**src/rtl/core/pfn_pkg.sv**
```systemverilog
// shared types, permutation table and fixed-point helpers for the octave noise pipeline
package pfn_pkg;

  // signed q.16 value with room for the gradient and interpolation ranges
  typedef logic signed [21:0] q_t;

  localparam q_t ONE_Q = 22'sd65536;
  localparam q_t FADE_C15 = 22'sd983040;
  localparam q_t FADE_C10 = 22'sd655360;
  localparam q_t FADE_MUL6 = 22'sd6;

  // width of the octave sum before saturation
  localparam int SUMW = 27;

  localparam logic [7:0] PERM_ROM [256] = '{
    8'd151, 8'd160, 8'd137, 8'd91, 8'd90, 8'd15, 8'd131, 8'd13, 8'd201, 8'd95, 8'd96, 8'd53,
    8'd194, 8'd233, 8'd7, 8'd225, 8'd140, 8'd36, 8'd103, 8'd30, 8'd69, 8'd142, 8'd8, 8'd99,
    8'd37, 8'd240, 8'd21, 8'd10, 8'd23, 8'd190, 8'd6, 8'd148, 8'd247, 8'd120, 8'd234, 8'd75,
    8'd0, 8'd26, 8'd197, 8'd62, 8'd94, 8'd252, 8'd219, 8'd203, 8'd117, 8'd35, 8'd11, 8'd32,
    8'd57, 8'd177, 8'd33, 8'd88, 8'd237, 8'd149, 8'd56, 8'd87, 8'd174, 8'd20, 8'd125, 8'd136,
    8'd171, 8'd168, 8'd68, 8'd175, 8'd74, 8'd165, 8'd71, 8'd134, 8'd139, 8'd48, 8'd27, 8'd166,
    8'd77, 8'd146, 8'd158, 8'd231, 8'd83, 8'd111, 8'd229, 8'd122, 8'd60, 8'd211, 8'd133, 8'd230,
    8'd220, 8'd105, 8'd92, 8'd41, 8'd55, 8'd46, 8'd245, 8'd40, 8'd244, 8'd102, 8'd143, 8'd54,
    8'd65, 8'd25, 8'd63, 8'd161, 8'd1, 8'd216, 8'd80, 8'd73, 8'd209, 8'd76, 8'd132, 8'd187,
    8'd208, 8'd89, 8'd18, 8'd169, 8'd200, 8'd196, 8'd135, 8'd130, 8'd116, 8'd188, 8'd159, 8'd86,
    8'd164, 8'd100, 8'd109, 8'd198, 8'd173, 8'd186, 8'd3, 8'd64, 8'd52, 8'd217, 8'd226, 8'd250,
    8'd124, 8'd123, 8'd5, 8'd202, 8'd38, 8'd147, 8'd118, 8'd126, 8'd255, 8'd82, 8'd85, 8'd212,
    8'd207, 8'd206, 8'd59, 8'd227, 8'd47, 8'd16, 8'd58, 8'd17, 8'd182, 8'd189, 8'd28, 8'd42,
    8'd223, 8'd183, 8'd170, 8'd213, 8'd119, 8'd248, 8'd152, 8'd2, 8'd44, 8'd154, 8'd163, 8'd70,
    8'd221, 8'd153, 8'd101, 8'd155, 8'd167, 8'd43, 8'd172, 8'd9, 8'd129, 8'd22, 8'd39, 8'd253,
    8'd19, 8'd98, 8'd108, 8'd110, 8'd79, 8'd113, 8'd224, 8'd232, 8'd178, 8'd185, 8'd112, 8'd104,
    8'd218, 8'd246, 8'd97, 8'd228, 8'd251, 8'd34, 8'd242, 8'd193, 8'd238, 8'd210, 8'd144, 8'd12,
    8'd191, 8'd179, 8'd162, 8'd241, 8'd81, 8'd51, 8'd145, 8'd235, 8'd249, 8'd14, 8'd239, 8'd107,
    8'd49, 8'd192, 8'd214, 8'd31, 8'd181, 8'd199, 8'd106, 8'd157, 8'd184, 8'd84, 8'd204, 8'd176,
    8'd115, 8'd121, 8'd50, 8'd45, 8'd127, 8'd4, 8'd150, 8'd254, 8'd138, 8'd236, 8'd205, 8'd93,
    8'd222, 8'd114, 8'd67, 8'd29, 8'd24, 8'd72, 8'd243, 8'd141, 8'd128, 8'd195, 8'd78, 8'd66,
    8'd215, 8'd61, 8'd156, 8'd180
  };

  function automatic logic [7:0] perm(input logic [7:0] idx);
    return PERM_ROM[idx];
  endfunction

  // q.16 product, floored
  function automatic q_t qmul(input q_t a, input q_t b);
    logic signed [43:0] p;
    p = a * b;
    return p[37:16];
  endfunction

  function automatic q_t lerp(input q_t w, input q_t a, input q_t b);
    q_t diff;
    diff = b - a;
    return a + qmul(w, diff);
  endfunction

  function automatic q_t grad(input logic [3:0] h, input q_t x, input q_t y, input q_t z);
    q_t u;
    q_t v;
    u = (h < 4'd8) ? x : y;
    v = (h < 4'd4) ? y : ((h == 4'd12 || h == 4'd14) ? x : z);
    return (h[0] ? -u : u) + (h[1] ? -v : v);
  endfunction

endpackage

```
**src/rtl/core/pfn_accum.sv**
```systemverilog
// weighted octave sum over a registered adder tree, saturation and byte mapping
module pfn_accum #(
  parameter int OCTAVES_MAX = 15
) (
  input  logic               clk,
  input  logic               en,
  input  logic [3:0]         octave_count,
  input  pfn_pkg::q_t        noise [OCTAVES_MAX],
  output logic signed [17:0] noise_sum,
  output logic [7:0]         noise_byte
);

  localparam int NG = (OCTAVES_MAX + 3) / 4;

  logic [4:0] neff;
  logic signed [pfn_pkg::SUMW-1:0] term [OCTAVES_MAX];
  logic signed [pfn_pkg::SUMW-1:0] grp [NG];
  logic signed [pfn_pkg::SUMW-1:0] part [NG];
  logic signed [pfn_pkg::SUMW-1:0] total;
  logic signed [17:0] sum_sat;
  logic signed [17:0] sum_b;
  logic signed [18:0] off;
  logic signed [27:0] prod;
  logic [7:0] byte_val;

  // zero octaves counts as one, more than the pipeline holds is clipped
  always_comb begin
    if (octave_count == 4'd0) begin
      neff = 5'd1;
    end else if ({1'b0, octave_count} > 5'(OCTAVES_MAX)) begin
      neff = 5'(OCTAVES_MAX);
    end else begin
      neff = {1'b0, octave_count};
    end
  end

  // arithmetic shift floors the weighted octave term
  always_comb begin
    for (int i = 0; i < OCTAVES_MAX; i++) begin
      term[i] = '0;
      if (5'(i) < neff) begin
        term[i] = pfn_pkg::SUMW'(noise[i]) >>> (i + 1);
      end
    end
    for (int g = 0; g < NG; g++) begin
      grp[g] = '0;
      for (int k = 0; k < 4; k++) begin
        if (4 * g + k < OCTAVES_MAX) begin
          grp[g] = grp[g] + term[4*g+k];
        end
      end
    end
  end

  always_ff @(posedge clk) begin
    if (en) begin
      part <= grp;
    end
  end

  always_comb begin
    total = '0;
    for (int g = 0; g < NG; g++) begin
      total = total + part[g];
    end
    if (total > pfn_pkg::SUMW'(131071)) begin
      sum_sat = 18'sh1ffff;
    end else if (total < -pfn_pkg::SUMW'(131072)) begin
      sum_sat = -18'sh20000;
    end else begin
      sum_sat = total[17:0];
    end
  end

  always_ff @(posedge clk) begin
    if (en) begin
      sum_b <= sum_sat;
    end
  end

  // 255 * (sum + 1.0 in q.16) / 2^17, clipped to a byte
  always_comb begin
    off  = 19'(sum_b) + 19'sd65536;
    prod = 28'(off) * 28'sd255;
    if (prod < 0) begin
      byte_val = 8'd0;
    end else if (prod[26:17] > 10'd255) begin
      byte_val = 8'd255;
    end else begin
      byte_val = prod[24:17];
    end
  end

  always_ff @(posedge clk) begin
    if (en) begin
      noise_sum  <= sum_b;
      noise_byte <= byte_val;
    end
  end

endmodule

```
**config.mk**
```make
export PLATFORM = sky130hd
export DESIGN_NAME = pfn_accum
export DESIGN_NICKNAME = d
export VERILOG_FILES = /design/src/rtl/core/pfn_pkg.sv /design/src/rtl/core/pfn_accum.sv
export SDC_FILE = /design/constraint.sdc
export NUM_CORES = 1
export LEC_CHECK = 0
export ABC_AREA = 1
export BUFFER_PORTS_ARGS = -buffer_cell sky130_fd_sc_hd__buf_2
export CORE_UTILIZATION = 40
export DETAILED_ROUTE_END_ITERATION = 8
export GPL_TIMING_DRIVEN = 1
export MAX_ROUTING_LAYER = met4
export PLACE_DENSITY = 0.63
export SETUP_SLACK_MARGIN = 0.05
export SLEW_MARGIN = 20
export SYNTH_ARGS = -nofsm -noshare
export SYNTH_HDL_FRONTEND = slang
export SYNTH_SLANG_ARGS = --single-unit
export TNS_END_PERCENT = 30
```
**constraint.sdc**
```tcl
create_clock -name clk -period 5.82 [get_ports clk]
set_input_delay 1.164 -clock clk [delete_from_list [all_inputs] [get_ports clk]]
set_output_delay 1.164 -clock clk [all_outputs]
set_load 0.03 [all_outputs]
```
# Word level (Yosys, flattened, before mapping)
# Cells that the tools add are included.
# word_totals
reg_bits,152
latch_bits,0
mem_bits_rw,0
rom_bits,0
output_inout_bits,26
mem_count,0
# classes
add_sub_neg,15
mul,1
n_div,0
order_cmp,19
n_eq_ne,0
shift,0
mux,18
bitwise,0
n_reduce_logical,1
# op_table
operator,n
$mux 27,15
$add 27x27->27,14
$lt 28x1->1 const B,1
$lt 4x4->1 const A,7
$mul 19x9->28 const B,1
$gt 27x18->1 const B,1
$lt 27x18->1 const B,1
$add 18x18->19 const B,1
$mux 18,1
$lt 3x4->1 const A,4
$gt 10x8->1 const B,1
$lt 2x4->1 const A,2
$mux 8,1
$lt 1x5->1 const A,1
$logic_not 4->1,1
$lt 1x4->1 const A,1
$mux 4,1

# Longest topological paths before layout
# logic_depth
depth_word,7
ltp_mapped,23

# Worst setup path after synthesis
# OpenSTA, ideal clock, no wires.
# synth_timing
path_type,input to register
startpoint,input port octave_count[3]
endpoint,register part[50] (netlist name) (data pin)
setup_ns,0.269
arrival_ns,4.914
slack_ns,0.637
path_stages,17
path_cell_list,clkbuf_1 inv_1 o21ai_1 nand2_1 fa_1 inv_1 fa_1 ha_1 inv_1 fa_1 nand3b_1 o211a_1 o21a_1 o21ai_0 nand3_1 nand4_1 o21ai_0
# synth_rtl
item,line_no,rtl
start: declaration,pfn_accum.sv:7,"input logic [3:0] octave_count,"
end signal: assignment,pfn_accum.sv:57,part <= grp;
end: declaration,pfn_accum.sv:18,logic signed [pfn_pkg::SUMW-1:0] part [NG];

# Final worst setup path
# layout_timing
startpoint,register sum_b[9]
endpoint,register noise_byte[3] (data pin)
# layout_via
elab_chain_cells,4
elab_cells_between_ends,5
classes_between,add/sub: 1; mul: 1; order compare: 2; mux: 1
# layout_lines
item,line_no,rtl
start: declaration,pfn_accum.sv:21,logic signed [17:0] sum_b;
start signal: assignment,pfn_accum.sv:77,sum_b <= sum_sat;
$add 18x18->19 *,pfn_accum.sv:83,off = 19'(sum_b) + 19'sd65536;
$mul 19x9->28 *,pfn_accum.sv:84,prod = 28'(off) * 28'sd255;
"parallel branches: the longest is 2 deep, another holds $lt 28x1->1",--,
end signal: assignment,pfn_accum.sv:97,noise_byte <= byte_val;
end: declaration,pfn_accum.sv:10,output logic [7:0] noise_byte
# Mark *: on every way between the ends.
# A chain may end at the register's enable or synchronous reset.

==> run summary <==
Status - complete, no violations
Worst-Margin Slew - 0.9441 ns
Core box area - 0.04538 mm²
Fill count - 4461
Num Clock Sinks - 151
Final number of hold-violating endpoints - 0
CP arrival - 5.41 ns
Initial antenna violation count - 0
FP Rows - 78
Min Tclk post-route - 5.206 ns
Seq/Total Area, Yosys - 24.60%
DRT antenna net count - 0
Syn Std Cell Area - 0.01844 mm²
Post-synth EDFFs - 151
Dpl hpwl - 36.65 mm
Postcts setup bufs - 0
Commonest non-fill, non-tap cells in the layout - inv_1 (575), nand2_1 (487), fa_1 (245)
Routed via count - 13870
Wirelength, routed - 41.59 mm
Slew Limit Fails - 0
Family with the most delay on the worst path - adder cells
CTS H-tree depth - 4
Grt total ovfl - 0
Unrepaired setup endpoints after global routing - false
Layout area overhead - 13.78%
Unique masters post-synth - 42
DRT Pass-1 Iters - 5
WP buf/inv - 4
Die H - 216.7 µm
Design Area, Final - 0.02098 mm²
Asr flop ratio synth - 0%
Synth warn - 0
Slew margin rel. - 36.39%
Hold slack final - 0.5652 ns
CP endpoint kind - register
Commonest non-fill, non-tap cell in the layout - inv_1
Final GP Congestion - 0.8960
First-pass GRT wire length - 69.84 mm
Total Die Area - 0.04695 mm²
Antenna diodes - 0
CTS Root Cell - clkbuf_16
Initial Util - 40.62%
Setup Viol. Count Final - 0
Crit share post-route - 89.45%
Die Span X - 216.7 µm
Register area - 0.004534 mm²
Wirelength per Cell - 13.73 µm
Clk Latency, worst-skew pair - 0.46 ns
Ys flop type - edfxtp_1
Setup crit start kind - register
CTS Hold Bufs - 0
1st-iter DRT viols - 566
Worst-path clk slew - 0.07 ns
Fin Clk Skew - 0.01728 ns
Setup Crit Path Kind - reg2reg
Max Fclk - 192.1 MHz
Largest net degree at the start of global routing - 60
Vias per cell - 4.576
Port Buf Inserts - 241
Max FO, Critical Path - 8
Clock Path Buffers - 2
DRC - 0
DP Area - 0.02035 mm²
CP Data Required Time - 6.03 ns
Synthesized instance count - 2180
Vias in the first global route - 14750
CTS tree - done
Min-Delay Path Class - reg2reg
Final TNS setup - 0 ns
Critical path cell sequence - inv_1 -> fa_1 -> inv_1 -> fa_1 -> fa_1 -> inv_1 -> fa_1 -> inv_1 -> ha_1 -> nand2_1 -> nor4_1 -> nand3_1 -> o211ai_1 -> xor2_1 -> nand2_1 -> nor2_1 -> nor2_1
Share of layout cells above drive strength 1 - 13.37%
GRT Util Overall - 19.29%
NumNets Final - 3138
Io pins - 362
Mean Syn Cell Area - 8.457 µm²
CP peak stage delay - 0.56 ns
Post-CTS Resized - 0
Multi-input logic area - 0.01157 mm²
Max-cap violations - 0
Post-synthesis register bit count - 151
Slowest library cell on the worst path - fa_1
CTS Buf Count - 17
Net count after synthesis - 2901
[final timing paths]
path                                from                     endpoint  slack (ns)  cells past startpoint
hold reg to reg   sum_b[4]$_SDFFCE_PN1P_       noise_sum[4]$_DFFE_PP_        0.57                      0
setup reg to reg  sum_b[9]$_SDFFCE_PN1P_  noise_byte[3]$_SDFFCE_PP0P_        0.61                     17
setup / recovery  sum_b[9]$_SDFFCE_PN1P_  noise_byte[3]$_SDFFCE_PP0P_        0.61                     17
hold / removal    sum_b[4]$_SDFFCE_PN1P_       noise_sum[4]$_DFFE_PP_        0.57                      0
[worst reg2reg max path: cells and delay by family, from the launching register on]
family          cells  cell delay [ns]
flops               1             0.48
xor+xnor            1             0.46
buf+inv             4             0.33
simple gates        6             1.09
compound gates      1             0.16
fa+ha+maj           5             2.42
[per-stage QoR]
stage | util, % | std cells | setup WS (ns)
2_1_floorplan | - | 2180 | 0.6374
3_3_place_gp | 44.83 | 2998 | 0.3200
3_5_place_dp | 44.83 | 2998 | 0.1991
4_1_cts | 46.22 | 3030 | 0.5980
5_1_grt | 46.22 | 3030 | 0.2099
6_report | 46.22 | 3030 | 0.6140
[cells in the mapped netlist, types with 4 or more instances]
cell      number  area share, %
xor2_1        53            2.5
nand3_1       41            1.1
nand3b_1       4           0.16
ha_1         140            9.5
fa_1         245             27
nand2_1      487            9.9
a21o_1         7           0.29
nor2_1       133            2.7
nand4_1       15           0.51
xnor2_1       31            1.5
o211ai_1       4           0.16
inv_1        575             12
o21ai_1        5           0.14
nor2_2        10           0.34
a31oi_1        7           0.24
a21oi_1       99            2.7
nand2_2       12           0.41
edfxtp_1     151             25
o21ai_0       79            2.1
o21bai_1       4           0.16
clkbuf_1      35           0.71
nor3_1         7           0.19
[cell type report]
cell class / instances / area share, %
clock buffers: 17 / 2.028
clock inverters: 15 / 0.9723
inverters: 579 / 10.36
multi-input cells: 1413 / 55.16
flip-flops and latches: 151 / 21.62
well taps: 600 / 3.579
repair buffers: 255 / 6.281
[state kept, by name, indices dropped and copies added (netlist names)]
register / cells
part: 107
noise_sum: 18
sum_b: 18
noise_byte: 8
[routing by layer]
| metal | GRT usage (%) | vias up | wire [µm] |
|---|---|---|---|
| met3 | 2.105 | 49 | 1008 |
| met5 | - | - | 0 |
| met2 | 35.69 | 238 | 21940 |
| met4 | 5.775 | 0 | 943 |
| li1 | - | 7074 | - |
| met1 | 21.70 | 6504 | 17700 |
[cell families (layout without fill, tap and decap cells)]
kind of cell	Yosys count	in the layout	synth area share [%]
compound gates	218	218	6.400
xor+xnor	84	84	3.991
fa+ha+maj	385	385	36.11
buf+inv	616	866	12.64
flops	151	151	24.60
simple gates	726	726	16.26
Power is left out: the tool's default activity adds up to more than one toggle a clock period on the data nets, which glitch-free logic cannot reach.
